<file path="src/sv/icpt_pkg.sv">
// Package for the image candidate probe tracker.
// Holds the item types, the request, status and outcome codes and the mosaic tile table.
// It depends on nothing else.
`default_nettype none
package icpt_pkg;

	localparam int unsigned DEF_MAX_ENTRIES    = 64;
	localparam int unsigned DEF_MAX_CANDIDATES = 4;
	localparam int unsigned NUM_FINAL          = 4;

	localparam logic [2:0] REQ_PUSH   = 3'd0;
	localparam logic [2:0] REQ_FINISH = 3'd1;
	localparam logic [2:0] REQ_PROBE  = 3'd2;
	localparam logic [2:0] REQ_SUBMIT = 3'd3;
	localparam logic [2:0] REQ_POLL   = 3'd4;

	localparam logic [3:0] ST_ACCEPTED     = 4'd0;
	localparam logic [3:0] ST_DUPLICATE    = 4'd1;
	localparam logic [3:0] ST_NON_FILE     = 4'd2;
	localparam logic [3:0] ST_LIMIT        = 4'd3;
	localparam logic [3:0] ST_DEADLINE     = 4'd4;
	localparam logic [3:0] ST_FINISHED     = 4'd5;
	localparam logic [3:0] ST_UNEXPECTED   = 4'd6;
	localparam logic [3:0] ST_PROBE_ISSUED = 4'd7;
	localparam logic [3:0] ST_NO_PROBE     = 4'd8;
	localparam logic [3:0] ST_NOT_READY    = 4'd9;
	localparam logic [3:0] ST_READY        = 4'd10;
	localparam logic [3:0] ST_DONE         = 4'd11;

	localparam logic [1:0] PS_AVAIL = 2'd0;
	localparam logic [1:0] PS_PEND  = 2'd1;
	localparam logic [1:0] PS_IMAGE = 2'd2;
	localparam logic [1:0] PS_REJ   = 2'd3;

	localparam logic [1:0] OC_COMPLETE = 2'd0;
	localparam logic [1:0] OC_PARTIAL  = 2'd1;
	localparam logic [1:0] OC_NONE     = 2'd2;
	localparam logic [1:0] OC_DEADLINE = 2'd3;

	typedef struct packed {
		logic [2:0]  req_type;
		logic [31:0] now;
		logic [31:0] node_ref;
		logic        child_is_file;
		logic        probe_is_image;
	} cmd_t;

	typedef struct packed {
		logic [3:0]  status;
		logic [31:0] node_ref_out;
		logic [1:0]  outcome;
		logic [6:0]  seen_total;
		logic [6:0]  issue_total;
		logic [2:0]  cand_total;
		logic [1:0]  cand_pos;
		logic        tile_row;
		logic        tile_column;
		logic [1:0]  tile_rows;
		logic [1:0]  tile_cols;
		logic        last;
	} result_t;

	typedef struct packed {
		logic [31:0] id;
		logic [1:0]  st;
	} probe_word_t;

	typedef struct packed {
		logic       row;
		logic       col;
		logic [1:0] rows_cov;
		logic [1:0] cols_cov;
	} tile_t;

	// Tile of candidate i when n candidates share the 2x2 mosaic.
	function automatic tile_t tile_fn(input logic [2:0] n, input logic [1:0] i);
		tile_t t;
		t = '0;
		case ({n, i})
			{3'd1, 2'd0}: t = '{1'b0, 1'b0, 2'd2, 2'd2};
			{3'd2, 2'd0}: t = '{1'b0, 1'b0, 2'd2, 2'd1};
			{3'd2, 2'd1}: t = '{1'b0, 1'b1, 2'd2, 2'd1};
			{3'd3, 2'd0}: t = '{1'b0, 1'b0, 2'd2, 2'd1};
			{3'd3, 2'd1}: t = '{1'b0, 1'b1, 2'd1, 2'd1};
			{3'd3, 2'd2}: t = '{1'b1, 1'b1, 2'd1, 2'd1};
			{3'd4, 2'd0}: t = '{1'b0, 1'b0, 2'd1, 2'd1};
			{3'd4, 2'd1}: t = '{1'b0, 1'b1, 2'd1, 2'd1};
			{3'd4, 2'd2}: t = '{1'b1, 1'b0, 2'd1, 2'd1};
			{3'd4, 2'd3}: t = '{1'b1, 1'b1, 2'd1, 2'd1};
			default:      t = '0;
		endcase
		return t;
	endfunction

endpackage
`default_nettype wire

</file>
<file path="src/sv/image_candidate_probe_tracker_core.sv">
// Top level of the image candidate probe tracker: request sequencer, scan logic and result port.
// Depends on icpt_pkg and icpt_ram.
`default_nettype none
// An item is taken when start is high and busy is low. Each item that is not final-short-cut
// reads the seen list and probe table in one pass over the seen entries, and a push, a finish
// or an accepted answer takes a second pass so that the final state can settle. Each memory
// has a single read port, so a pass reads one entry at a time.
// Results come out one per cycle on result with result_valid high for one cycle; the receiver
// cannot hold them off. A poll on a final build gives one item per candidate, or one done
// item when there are none. The deadline port is always ready.
module image_candidate_probe_tracker_core
	import icpt_pkg::*;
#(
	parameter int unsigned MAX_ENTRIES    = DEF_MAX_ENTRIES,
	parameter int unsigned MAX_CANDIDATES = DEF_MAX_CANDIDATES
) (
	input  wire logic        clk,
	input  wire logic        arst_n,
	input  wire logic        start,
	output logic             busy,
	input  wire cmd_t        cmd,
	output logic             result_valid,
	output result_t          result,
	input  wire logic        cfg_valid,
	output logic             cfg_ready,
	input  wire logic [31:0] cfg_data
);

	localparam int unsigned CNT_W = $clog2(MAX_ENTRIES + 1);
	localparam int unsigned IDX_W = MAX_ENTRIES > 1 ? $clog2(MAX_ENTRIES) : 1;
	localparam logic [CNT_W-1:0] MAX_E = CNT_W'(MAX_ENTRIES);
	localparam logic [2:0] MAX_C = 3'(MAX_CANDIDATES);

	typedef enum logic [1:0] {S_IDLE, S_SCAN, S_OP, S_RESP} state_t;

	state_t             state_q;
	logic               pass_q;
	cmd_t               req_q;
	logic [CNT_W-1:0]   scan_idx_q;
	logic               rd_v_s1;
	logic [CNT_W-1:0]   idx_s1;

	logic               dup_q, unres_q, avail_f_q, match_f_q;
	logic [2:0]         img_cnt_q;
	logic [CNT_W-1:0]   pend_cnt_q;
	logic [IDX_W-1:0]   avail_idx_q, match_idx_q;
	logic [31:0]        avail_id_q;
	logic [1:0]         match_st_q;
	logic [31:0]        cand_q [NUM_FINAL];

	logic [CNT_W-1:0]   seen_count_q, probe_count_q, issued_count_q;
	logic               intake_q, final_valid_q;
	logic [1:0]         final_oc_q;
	logic [2:0]         final_cnt_q;
	logic [31:0]        final_ids_q [NUM_FINAL];
	logic [31:0]        deadline_q;

	logic [3:0]         status_q;
	logic [31:0]        id_out_q;
	logic [1:0]         emit_k_q;

	logic               seen_we, probe_we;
	logic [IDX_W-1:0]   seen_wa, probe_wa;
	logic [31:0]        seen_wd, seen_rd;
	probe_word_t        probe_wd, probe_rd;

	logic               accept, expired, probe_full, submit_ok, push_ok, settle_en;
	logic               fin_go, rescan;
	logic [1:0]         fin_oc;
	logic               resp_more;
	result_t            res_d;
	tile_t              tile;

	assign busy      = state_q != S_IDLE;
	assign cfg_ready = 1'b1;
	assign accept    = start && !busy;

	icpt_ram #(.DEPTH(MAX_ENTRIES), .WIDTH(32)) u_seen (
		.clk(clk), .we(seen_we), .waddr(seen_wa), .wdata(seen_wd),
		.raddr(scan_idx_q[IDX_W-1:0]), .rdata(seen_rd)
	);

	icpt_ram #(.DEPTH(MAX_ENTRIES), .WIDTH($bits(probe_word_t))) u_probe (
		.clk(clk), .we(probe_we), .waddr(probe_wa), .wdata(probe_wd),
		.raddr(scan_idx_q[IDX_W-1:0]), .rdata(probe_rd)
	);

	// Decisions taken once a scan has finished.
	always_comb begin
		expired    = req_q.now >= deadline_q;
		probe_full = (int'(img_cnt_q) + int'(pend_cnt_q)) >= int'(MAX_CANDIDATES);
		submit_ok  = match_f_q && match_st_q == PS_PEND;
		push_ok    = !intake_q && seen_count_q < MAX_E;
		seen_we    = 1'b0;
		seen_wa    = seen_count_q[IDX_W-1:0];
		seen_wd    = req_q.node_ref;
		probe_we   = 1'b0;
		probe_wa   = probe_count_q[IDX_W-1:0];
		probe_wd   = '{req_q.node_ref, PS_AVAIL};
		settle_en  = 1'b0;
		rescan     = 1'b0;
		if (state_q == S_OP && !pass_q && !expired) begin
			case (req_q.req_type)
				REQ_PUSH: begin
					if (push_ok) begin
						seen_we = 1'b1;
						rescan  = 1'b1;
						if (!dup_q && req_q.child_is_file && probe_count_q < MAX_E) begin
							probe_we = 1'b1;
						end
					end
				end
				REQ_FINISH: rescan = 1'b1;
				REQ_PROBE: begin
					if (!probe_full && avail_f_q) begin
						probe_we = 1'b1;
						probe_wa = avail_idx_q;
						probe_wd = '{avail_id_q, PS_PEND};
					end else if (!probe_full) begin
						settle_en = 1'b1;
					end
				end
				REQ_SUBMIT: begin
					if (submit_ok) begin
						probe_we = 1'b1;
						probe_wa = match_idx_q;
						probe_wd = '{req_q.node_ref, req_q.probe_is_image ? PS_IMAGE : PS_REJ};
						rescan   = 1'b1;
					end
				end
				REQ_POLL: settle_en = 1'b1;
				default: ;
			endcase
		end
		if (state_q == S_OP && pass_q) begin
			settle_en = 1'b1;
		end
		fin_go = 1'b0;
		fin_oc = OC_DEADLINE;
		if (state_q == S_OP && !pass_q && expired) begin
			fin_go = 1'b1;
		end else if (settle_en && img_cnt_q >= MAX_C) begin
			fin_go = 1'b1;
			fin_oc = OC_COMPLETE;
		end else if (settle_en && intake_q && !unres_q) begin
			fin_go = 1'b1;
			fin_oc = img_cnt_q == 3'd0 ? OC_NONE : OC_PARTIAL;
		end
	end

	// Result item assembled from the settled state.
	always_comb begin
		tile      = tile_fn(final_cnt_q, emit_k_q);
		resp_more = 1'b0;
		res_d              = '0;
		res_d.status       = status_q;
		res_d.node_ref_out = id_out_q;
		res_d.outcome      = final_valid_q ? final_oc_q : 2'd0;
		res_d.seen_total   = 7'(seen_count_q);
		res_d.issue_total  = 7'(issued_count_q);
		res_d.cand_total   = final_valid_q ? final_cnt_q : 3'd0;
		res_d.last         = 1'b1;
		if (req_q.req_type == REQ_POLL) begin
			res_d.node_ref_out = '0;
			if (!final_valid_q) begin
				res_d.status = ST_NOT_READY;
			end else if (final_cnt_q == 3'd0) begin
				res_d.status = ST_DONE;
			end else begin
				res_d.status       = ST_READY;
				res_d.node_ref_out = final_ids_q[emit_k_q];
				res_d.cand_pos     = emit_k_q;
				res_d.tile_row     = tile.row;
				res_d.tile_column  = tile.col;
				res_d.tile_rows    = tile.rows_cov;
				res_d.tile_cols    = tile.cols_cov;
				resp_more          = 3'(emit_k_q) + 3'd1 != final_cnt_q;
				res_d.last         = !resp_more;
			end
		end
	end

	always_ff @(posedge clk or negedge arst_n) begin
		if (!arst_n) begin
			state_q        <= S_IDLE;
			pass_q         <= 1'b0;
			scan_idx_q     <= '0;
			rd_v_s1        <= 1'b0;
			seen_count_q   <= '0;
			probe_count_q  <= '0;
			issued_count_q <= '0;
			intake_q       <= 1'b0;
			final_valid_q  <= 1'b0;
			final_oc_q     <= OC_COMPLETE;
			final_cnt_q    <= '0;
			deadline_q     <= '1;
			emit_k_q       <= '0;
			result_valid   <= 1'b0;
		end else begin
			result_valid <= 1'b0;
			if (cfg_valid && cfg_ready) begin
				deadline_q <= cfg_data;
			end

			// Scan data arrive in the cycle after their address; fold them into the running results.
			if (rd_v_s1) begin
				if (seen_rd == req_q.node_ref) begin
					dup_q <= 1'b1;
				end
				if (idx_s1 < probe_count_q) begin
					case (probe_rd.st)
						PS_AVAIL: begin
							unres_q <= 1'b1;
							if (!avail_f_q) begin
								avail_f_q   <= 1'b1;
								avail_idx_q <= idx_s1[IDX_W-1:0];
								avail_id_q  <= probe_rd.id;
							end
						end
						PS_PEND: begin
							unres_q    <= 1'b1;
							pend_cnt_q <= pend_cnt_q + 1'b1;
						end
						PS_IMAGE: begin
							if (img_cnt_q < MAX_C) begin
								cand_q[img_cnt_q[1:0]] <= probe_rd.id;
								img_cnt_q              <= img_cnt_q + 3'd1;
							end
						end
						default: ;
					endcase
					if (probe_rd.id == req_q.node_ref && !match_f_q) begin
						match_f_q   <= 1'b1;
						match_idx_q <= idx_s1[IDX_W-1:0];
						match_st_q  <= probe_rd.st;
					end
				end
			end

			case (state_q)
				S_IDLE: begin
					if (accept) begin
						req_q    <= cmd;
						id_out_q <= '0;
						emit_k_q <= '0;
						if (cmd.req_type == REQ_PUSH || cmd.req_type == REQ_FINISH ||
								cmd.req_type == REQ_PROBE || cmd.req_type == REQ_SUBMIT ||
								cmd.req_type == REQ_POLL) begin
							if (final_valid_q) begin
								status_q <= cmd.req_type == REQ_PROBE ? ST_NO_PROBE :
									(final_oc_q == OC_DEADLINE ? ST_DEADLINE : ST_FINISHED);
								state_q  <= S_RESP;
							end else begin
								pass_q     <= 1'b0;
								scan_idx_q <= '0;
								dup_q      <= 1'b0;
								unres_q    <= 1'b0;
								avail_f_q  <= 1'b0;
								match_f_q  <= 1'b0;
								img_cnt_q  <= '0;
								pend_cnt_q <= '0;
								state_q    <= S_SCAN;
							end
						end
					end
				end
				S_SCAN: begin
					if (scan_idx_q < seen_count_q) begin
						rd_v_s1    <= 1'b1;
						idx_s1     <= scan_idx_q;
						scan_idx_q <= scan_idx_q + 1'b1;
					end else begin
						rd_v_s1 <= 1'b0;
						if (!rd_v_s1) begin
							state_q <= S_OP;
						end
					end
				end
				S_OP: begin
					if (!pass_q) begin
						if (expired) begin
							status_q <= req_q.req_type == REQ_PROBE ? ST_NO_PROBE : ST_DEADLINE;
						end else begin
							case (req_q.req_type)
								REQ_PUSH: begin
									if (!push_ok) begin
										status_q <= ST_LIMIT;
									end else begin
										seen_count_q <= seen_count_q + 1'b1;
										if (seen_count_q + 1'b1 >= MAX_E) begin
											intake_q <= 1'b1;
										end
										if (probe_we) begin
											probe_count_q <= probe_count_q + 1'b1;
										end
										status_q <= dup_q ? ST_DUPLICATE :
											(!req_q.child_is_file ? ST_NON_FILE : ST_ACCEPTED);
									end
								end
								REQ_FINISH: begin
									intake_q <= 1'b1;
									status_q <= ST_ACCEPTED;
								end
								REQ_PROBE: begin
									if (probe_we) begin
										issued_count_q <= issued_count_q + 1'b1;
										status_q       <= ST_PROBE_ISSUED;
										id_out_q       <= avail_id_q;
									end else begin
										status_q <= ST_NO_PROBE;
									end
								end
								REQ_SUBMIT: status_q <= submit_ok ? ST_ACCEPTED : ST_UNEXPECTED;
								default: ;
							endcase
						end
					end
					if (fin_go) begin
						final_valid_q <= 1'b1;
						final_oc_q    <= fin_oc;
						final_cnt_q   <= img_cnt_q;
						final_ids_q   <= cand_q;
					end
					if (rescan) begin
						// Second pass sees the table as just written back.
						pass_q     <= 1'b1;
						scan_idx_q <= '0;
						unres_q    <= 1'b0;
						avail_f_q  <= 1'b0;
						match_f_q  <= 1'b0;
						img_cnt_q  <= '0;
						pend_cnt_q <= '0;
						state_q    <= S_SCAN;
					end else begin
						state_q <= S_RESP;
					end
				end
				S_RESP: begin
					result       <= res_d;
					result_valid <= 1'b1;
					if (resp_more) begin
						emit_k_q <= emit_k_q + 2'd1;
					end else begin
						state_q <= S_IDLE;
					end
				end
				default: state_q <= S_IDLE;
			endcase
		end
	end

`ifndef SYNTHESIS
	a_result_after_busy: assert property (@(posedge clk) disable iff (!arst_n)
		result_valid |-> $past(busy)) else $error("result without work in progress");
	a_final_sticks: assert property (@(posedge clk) disable iff (!arst_n)
		final_valid_q |=> final_valid_q) else $error("final result dropped");
	a_issue_bound: assert property (@(posedge clk) disable iff (!arst_n)
		issued_count_q <= probe_count_q) else $error("more probes issued than candidates");
	a_probe_bound: assert property (@(posedge clk) disable iff (!arst_n)
		probe_count_q <= seen_count_q && seen_count_q <= MAX_E)
		else $error("entry counts out of range");
`endif

endmodule
`default_nettype wire

</file>
<file path="src/sv/icpt_ram.sv">
// Simple dual-port synchronous memory: one write port, one read port with registered data.
// Used for the seen id list and the probe table; needs no package.
`default_nettype none
module icpt_ram #(
	parameter int unsigned DEPTH = 64,
	parameter int unsigned WIDTH = 32
) (
	input  wire logic                                  clk,
	input  wire logic                                  we,
	input  wire logic [(DEPTH > 1 ? $clog2(DEPTH) : 1)-1:0] waddr,
	input  wire logic [WIDTH-1:0]                      wdata,
	input  wire logic [(DEPTH > 1 ? $clog2(DEPTH) : 1)-1:0] raddr,
	output logic      [WIDTH-1:0]                      rdata
);

	logic [WIDTH-1:0] mem [DEPTH];

	always_ff @(posedge clk) begin
		if (we) begin
			mem[waddr] <= wdata;
		end
		rdata <= mem[raddr];
	end

endmodule
`default_nettype wire
</file>
<file path="config.mk">
export PLATFORM = sky130hd
export DESIGN_NAME = image_candidate_probe_tracker_core
export DESIGN_NICKNAME = d
export VERILOG_FILES = /design/src/sv/icpt_pkg.sv /design/src/sv/image_candidate_probe_tracker_core.sv /design/src/sv/icpt_ram.sv
export SDC_FILE = /design/constraint.sdc
export NUM_CORES = 2
export LEC_CHECK = 0
export BUFFER_PORTS_ARGS = -buffer_cell sky130_fd_sc_hd__buf_2
export CAP_MARGIN = 20
export CORE_UTILIZATION = 40
export CTS_BUF_LIST = sky130_fd_sc_hd__clkbuf_8
export DETAILED_ROUTE_END_ITERATION = 16
export SLEW_MARGIN = 20
export SYNTH_ARGS = -nofsm -noshare
export SYNTH_HDL_FRONTEND = slang
export SYNTH_MEMORY_MAX_BITS = 65536
export SYNTH_SLANG_ARGS = --single-unit
</file>
<file path="constraint.sdc">
create_clock -name clk -period 8.42 [get_ports clk]
set_input_delay 1.684 -clock clk [delete_from_list [all_inputs] [get_ports clk]]
set_output_delay 1.684 -clock clk [all_outputs]
set_load 0.05 [all_outputs]
</file>
# [After elaboration in Yosys (flattened, before gate mapping)]
# Memories as Yosys holds them, arrays and structs flattened. A register that Yosys moved wholly into a read port is not among the register bits.
# Index checks and enable logic that the tools add are counted.
# Widths: inputs -> output; s select.
[classes] addsub=9 order_cmp=12 n_eq_ne=35 n_mux=145 bitwise=7 n_reduce_logical=59
[ops] op="$mux 32" n=10
[ops] op="$bwmux 128" n=1
[ops] op="$mux 7" n=12
[ops] op="$mux 34" n=2
[ops] op="$pmux 34 s2" n=1
[ops] op="$bmux 32 s2" n=1
[ops] op="$demux 32 s2" n=1
[ops] op="$eq 32x32->1" n=2
[ops] op="$pmux 32 s2" n=1
[ops] op="$mux 1" n=61
[ops] op="$mux 36" n=1
[ops] op="$mux 4" n=9
[ops] op="$add 7x1->7 const B" n=5
[ops] op="$mux 2" n=17
[ops] op="$ge 32x32->1" n=1
[ops] op="$ne 2x2->1 const B" n=15
[ops] op="$reduce_and 5->1" n=6
[ops] op="$mux 3" n=9
[ops] op="$pmux 7 s3" n=1
[ops] op="$mux 6" n=3
[ops] op="$reduce_and 6->1" n=3
[ops] op="$pmux 4 s4" n=1
[ops] op="$logic_and 1x1->1" n=15
[ops] op="$lt 7x7->1" n=2
[ops] op="40 further kinds" n=87
[totals] register_bits=560 ram_bits=4224 rom_bits=192 inputBits=105 word_cells=318 memories=3
[memory_table] name="u_probe.mem" words=64 width=34 read_ports=1 rd_ports_with_merged_regs=1 wr=1 line="icpt_ram.sv:16" source="logic [WIDTH-1:0] mem [DEPTH];"
[memory_table] name="u_seen.mem" words=64 width=32 read_ports=1 rd_ports_with_merged_regs=1 wr=1 line="icpt_ram.sv:16"
[memory_table] name="(name not given)" words=32 width=6 read_ports=1 rd_ports_with_merged_regs=1 wr=0 line="icpt_pkg.sv:79" source="case ({n, i})"

# [Logic depth before layout (Yosys ltp)]
[depth] word_depth=14 depth_mapped=14

# [Hierarchy]
# A second synthesis with hierarchy kept.
[unflattened] cells_unflattened=8725 hier_area_um2=185437.8
[modules_own_cells] module="icpt_ram (u_probe)" instances=1 cells_per_inst=3767 area_each_um2=83681.5 seq_area_each_um2=66023.3
[modules_own_cells] module="icpt_ram (u_seen)" instances=1 cells_per_inst=3572 area_each_um2=78885.7 seq_area_each_um2=62139.6
[modules_own_cells] module="image_candidate_probe_tracker_core" instances=1 cells_per_inst=1386 area_each_um2=22870.7 seq_area_each_um2=16666.0

# [Worst setup path after synthesis]
# OpenSTA, ideal clock, no wires.
[synth_timing] path_type="input to register" start="input arst_n" end="register avail_id_q[0], enable pin" arrival_time_ps=5389 path_slack_ps=2502 path_stages=1 path_buffers=0 cell_sequence="nor4bb_1"
[synth_via] elab_chain_cells=1
[synth_rtl] element="start: declaration" line="image_candidate_probe_tracker_core.sv:18" source="input wire logic arst_n,"
[synth_rtl] element="$reduce_and 5->1 (no line)"
[synth_rtl] element="end signal: assignment" line="image_candidate_probe_tracker_core.sv:217" source="avail_id_q <= probe_rd.id;"
[synth_rtl] element="end: declaration" line="image_candidate_probe_tracker_core.sv:47" source="logic [31:0] avail_id_q;"
# Every way passes these cells.
# A chain may end at the register's enable or synchronous reset.

# [Worst setup path after layout]
[layout_timing] start="register deadline_q[19]" end="memory u_probe.mem[28][7] (netlist bit), enable pin"
[layout_via] elab_chain_cells=6
[layout_rtl] element="start: declaration" line="image_candidate_probe_tracker_core.sv:56" source="logic [31:0] deadline_q;"
[layout_rtl] element="start signal: assignment" line="image_candidate_probe_tracker_core.sv:202" source="deadline_q <= cfg_data;"
[layout_rtl] element="$ge 32x32->1 (*)" line="image_candidate_probe_tracker_core.sv:90" source="expired = req_q.now >= deadline_q;"
[layout_rtl] element="$logic_not 1->1 (*)" line="image_candidate_probe_tracker_core.sv:102" source="if (state_q == S_OP && !pass_q && !expired) begin"
[layout_rtl] element="$logic_and 1x1->1 (*)" line="image_candidate_probe_tracker_core.sv:102"
[layout_rtl] element="$mux 1" line="image_candidate_probe_tracker_core.sv:102"
[layout_rtl] element="$mux 1" line="icpt_ram.sv:19" source="if (we) begin"
[layout_rtl] element="$mux 1 (not written as such)" line="icpt_ram.sv:20" source="mem[waddr] <= wdata;"
[layout_rtl] element="end: declaration" line="icpt_ram.sv:16"
# Mark *: on every way between the ends. The rest lies on a longest branch, timed or not.

==> flow_metrics.tcl <==
set metrics [dict create \
    p_comb_share_pct 17.3 \
    cts_made_buffers 723 \
    grt_max_degree 149 \
    drt_wl_total_um 472000 \
    die-area_mm2 0.463 \
    hpwl_um 272000 \
    slowest_delay_ns 1.10 \
    final.setup.tns_ns 0 \
    finalMaxSlewViolations 0 \
    io_pins 172 \
    cts_sinks 4856 \
    path_clk_slew_ns 0.06 \
    slew_headroom_pct 23.2 \
    insertion_delay_ns 1.24 \
    p_int_mw 39.9 \
    path_class "flip-flop to flip-flop" \
    rsz0062_at_grt "false" \
    ys_ff_latch 4856 \
    synth.yosys.seq_area_share_pct 78.7 \
    drc 0 \
    pre_cts_slack_ns 2.23 \
    synthTopCellsByArea "edfxtp_1 (77%), mux4_2 (17%), dfxtp_1 (0.72%), dfrtp_1 (0.57%), clkbuf_1 (0.53%)" \
    final_hold_viol_count 0 \
    yosysWarnings 0 \
    cts_tree "yes" \
    fin_skew_ns 0.0777 \
    p_sw_mw 14.7 \
    viasPerCell 5.64 \
    initial_core_util_pct 40.2 \
    multi_input_area_mm2 0.0387 \
    cp_max_fo 22 \
    gp_congestion 0.854 \
    num_vias 85500 \
    synth.most_common_cell "edfxtp_1" \
    timing.final.ws_setup_ns 2.25 \
    syn_nets 7796 \
    drt_iter0_markers 9932 \
    grt_pass1_vias 87600 \
    seqCellArea_mm2 0.145 \
    cts_hold_buffers 0 \
    synth_edf_count 4716 \
    instances_no_fill 15100 \
    critPathRequiredTime_ns 9.33 \
    seq_power_share_pct 50.7 \
    async_flop_share_pct 1.52 \
    ant_nets 0 \
    overflow 0 \
    syn_avg_cell_area_um2 24.1 \
    cts_max_level 6 \
    drt_first_pass_iters 6 \
    status "complete, no violations" \
    worst_pin_slew_ns 1.15 \
    leakage_nw 63.6 \
    switching_share_pct 26.9 \
    post_drt_wl_per_cell_um 31.2 \
    grt_pass1_wl_um 665000 \
    crit_path_start_kind "flip-flop" \
    hold_path_class "flip-flop to flip-flop" \
    irDropWorstVdd_mv 0.216 \
    period_needed_ns 6.17 \
    core_mm2 0.457 \
    synth_commonest_cells "edfxtp_1 (4716), mux4_2 (1418), clkbuf_1 (262), nand2_1 (183), nor2_1 (173)" \
    synthFlopType "edfxtp_1" \
    cp.arrival_ns 7.08 \
    nNetsFinal 8604 \
    cts_root_buffer "clkbuf_8" \
    grt_util_all_layers_pct 20.1 \
    fmax_mhz 162 \
    power_density_mw_per_mm2 263 \
    synth_area_mm2 0.184 \
    cts.path.max_buffers 4 \
    post-synth-top-area-cell "edfxtp_1" \
    cts_resized 0 \
    synth_cell_types 64 \
    maxCapViolations 0 \
    fillCellCount 37500 \
    cp_cell_sequence "inv_1 > ha_1 > a21oi_1 > o21ai_1 > a211oi_1 > o21a_1 > nand3_1 > nor3_1 > nand3_2 > nor2_4 > buf_4" \
    finalSetupViolations 0 \
    power_frac_clock_pct 31.9 \
    crit_slowest_cell "nor3_1" \
    antenna_found_initial 43 \
    area_growth_pct 13.2 \
    period_share_pct 73.3 \
    synth_top_cell_area_share_pct 77.0 \
    port_buffers 170 \
    worstSetupEndpointType "flip-flop" \
    die_w_um 680 \
    netlist_instances 7629 \
    rows 248 \
    drive_above_1_share_pct 32.8 \
    cts_setup_buffers 0 \
    die_h_um 680 \
    place_inst 13800 \
]
[cells by family after synthesis]
| kind of cell | share of synthesized area [%] |
|---|---|
| AOI/OAI and AO/OA | 0.694 |
| xor gates and xnor gates | 0.419 |
| adders and majority gates | 0.426 |
| buffers and inverters | 0.904 |
| DFF | 78.7 |
| muxes | 17.4 |
| other | 0.00204 |
| and+or+nand+nor | 1.39 |
[cell type report]
class,count,area share [%]
Antenna cell,28,0.0337
Timing Repair Buffer,459,1.83
Sequential cell,4856,69.6
Clock inverter,532,1.21
Multi-Input combinational cell,2334,18.6
Tap cell,6125,3.68
Inverter,63,0.114
Clock buffer,750,4.96
[worst max-delay path: cells and delay by family (launching register included)]
family / cells / cell delay (ns)
compound gates: 4 / 0.85
flops: 1 / 0.51
simple gates: 4 / 3.73
fa+ha+maj: 1 / 0.32
buf+inv: 2 / 0.42
[power by group through the flow]
stage	Clock (mW)	Combinational [mW]	Sequential (mW)
after detailed placement	0	9.62	28.2
after floorplan	0	6.20	28.2
after global placement	0	9.55	28.2
after global routing	18.8	9.96	27.8
final	17.5	9.48	27.7
after CTS	17.8	9.65	27.7
[final timing paths]
check | start | to | slack, ns | cells after the start
max in group asynchronous | arst_n | scan_idx_q[4] | 6.62 | 2
worst max register to register | deadline_q[19] | u_probe.mem[28][7] | 2.25 | 11
worst min register to register | cand_q[0] | final_ids_q[0] | 0.41 | 0
min in group asynchronous | arst_n | result_valid | 0.54 | 1
worst max-delay path | deadline_q[19] | u_probe.mem[28][7] | 2.25 | 11
worst min-delay path | cand_q[0] | final_ids_q[0] | 0.41 | 0
[routing by layer]
layer / vias to the layer above / share of wire [%] / GRT usage (%)
li1: 34300 / - / -
met1: 46600 / 40 / 27.6
met4: 4 / 3.6 / 7.23
met5: - / 0.0072 / 0
met3: 763 / 7.7 / 3.66
met2: 3826 / 49 / 32.5
[layout by cell type, fill, tap and decap left out, types with 28 or more instances in the layout]
cell and instances:
nand2_1 151, o21ai_0 64, and2_1 42, buf_12 44, clkbuf_8 750, nor2_1 43, nor2_4 131, clkinv_1 170
xor2_1 43, nand4_1 31, inv_1 328, buf_2 169, clkinv_2 54, a22o_1 32, edfxtp_1 4716, dfxtp_1 66
dfstp_2 32, mux4_2 1418, ha_1 61, buf_4 234, dfrtp_1 34, xnor2_1 45, diode_2 28, a21oi_1 41
[sequential cells by signal, summed over array words and instances, names as in the netlist, 32 cells and up]
signal	flops
result	64
u_seen.rdata	32
cand_q	128
seen_wd	32
u_seen.mem	2048
req_q	37
final_ids_q	128
id_out_q	32
u_probe.rdata	34
avail_id_q	32
u_probe.mem	2176
deadline_q	32
[stage by stage]
| step | cell area (um^2) | hold slack, ns | power [mW] | utilization [%] |
|---|---|---|---|---|
| finish | 208000 | 0.409 | 54.7 | 45.5 |
| global placement | 194000 | 0.401 | 37.8 | 42.5 |
| floorplan | 184000 | 0.400 | 34.4 | - |
| CTS | 208000 | 0.410 | 55.2 | 45.5 |
| detailed placement | 195000 | 0.405 | 37.9 | 42.7 |
| global route | 208000 | 0.416 | 56.5 | 45.5 |
Note: power is estimated with default switching activity, not from simulation.
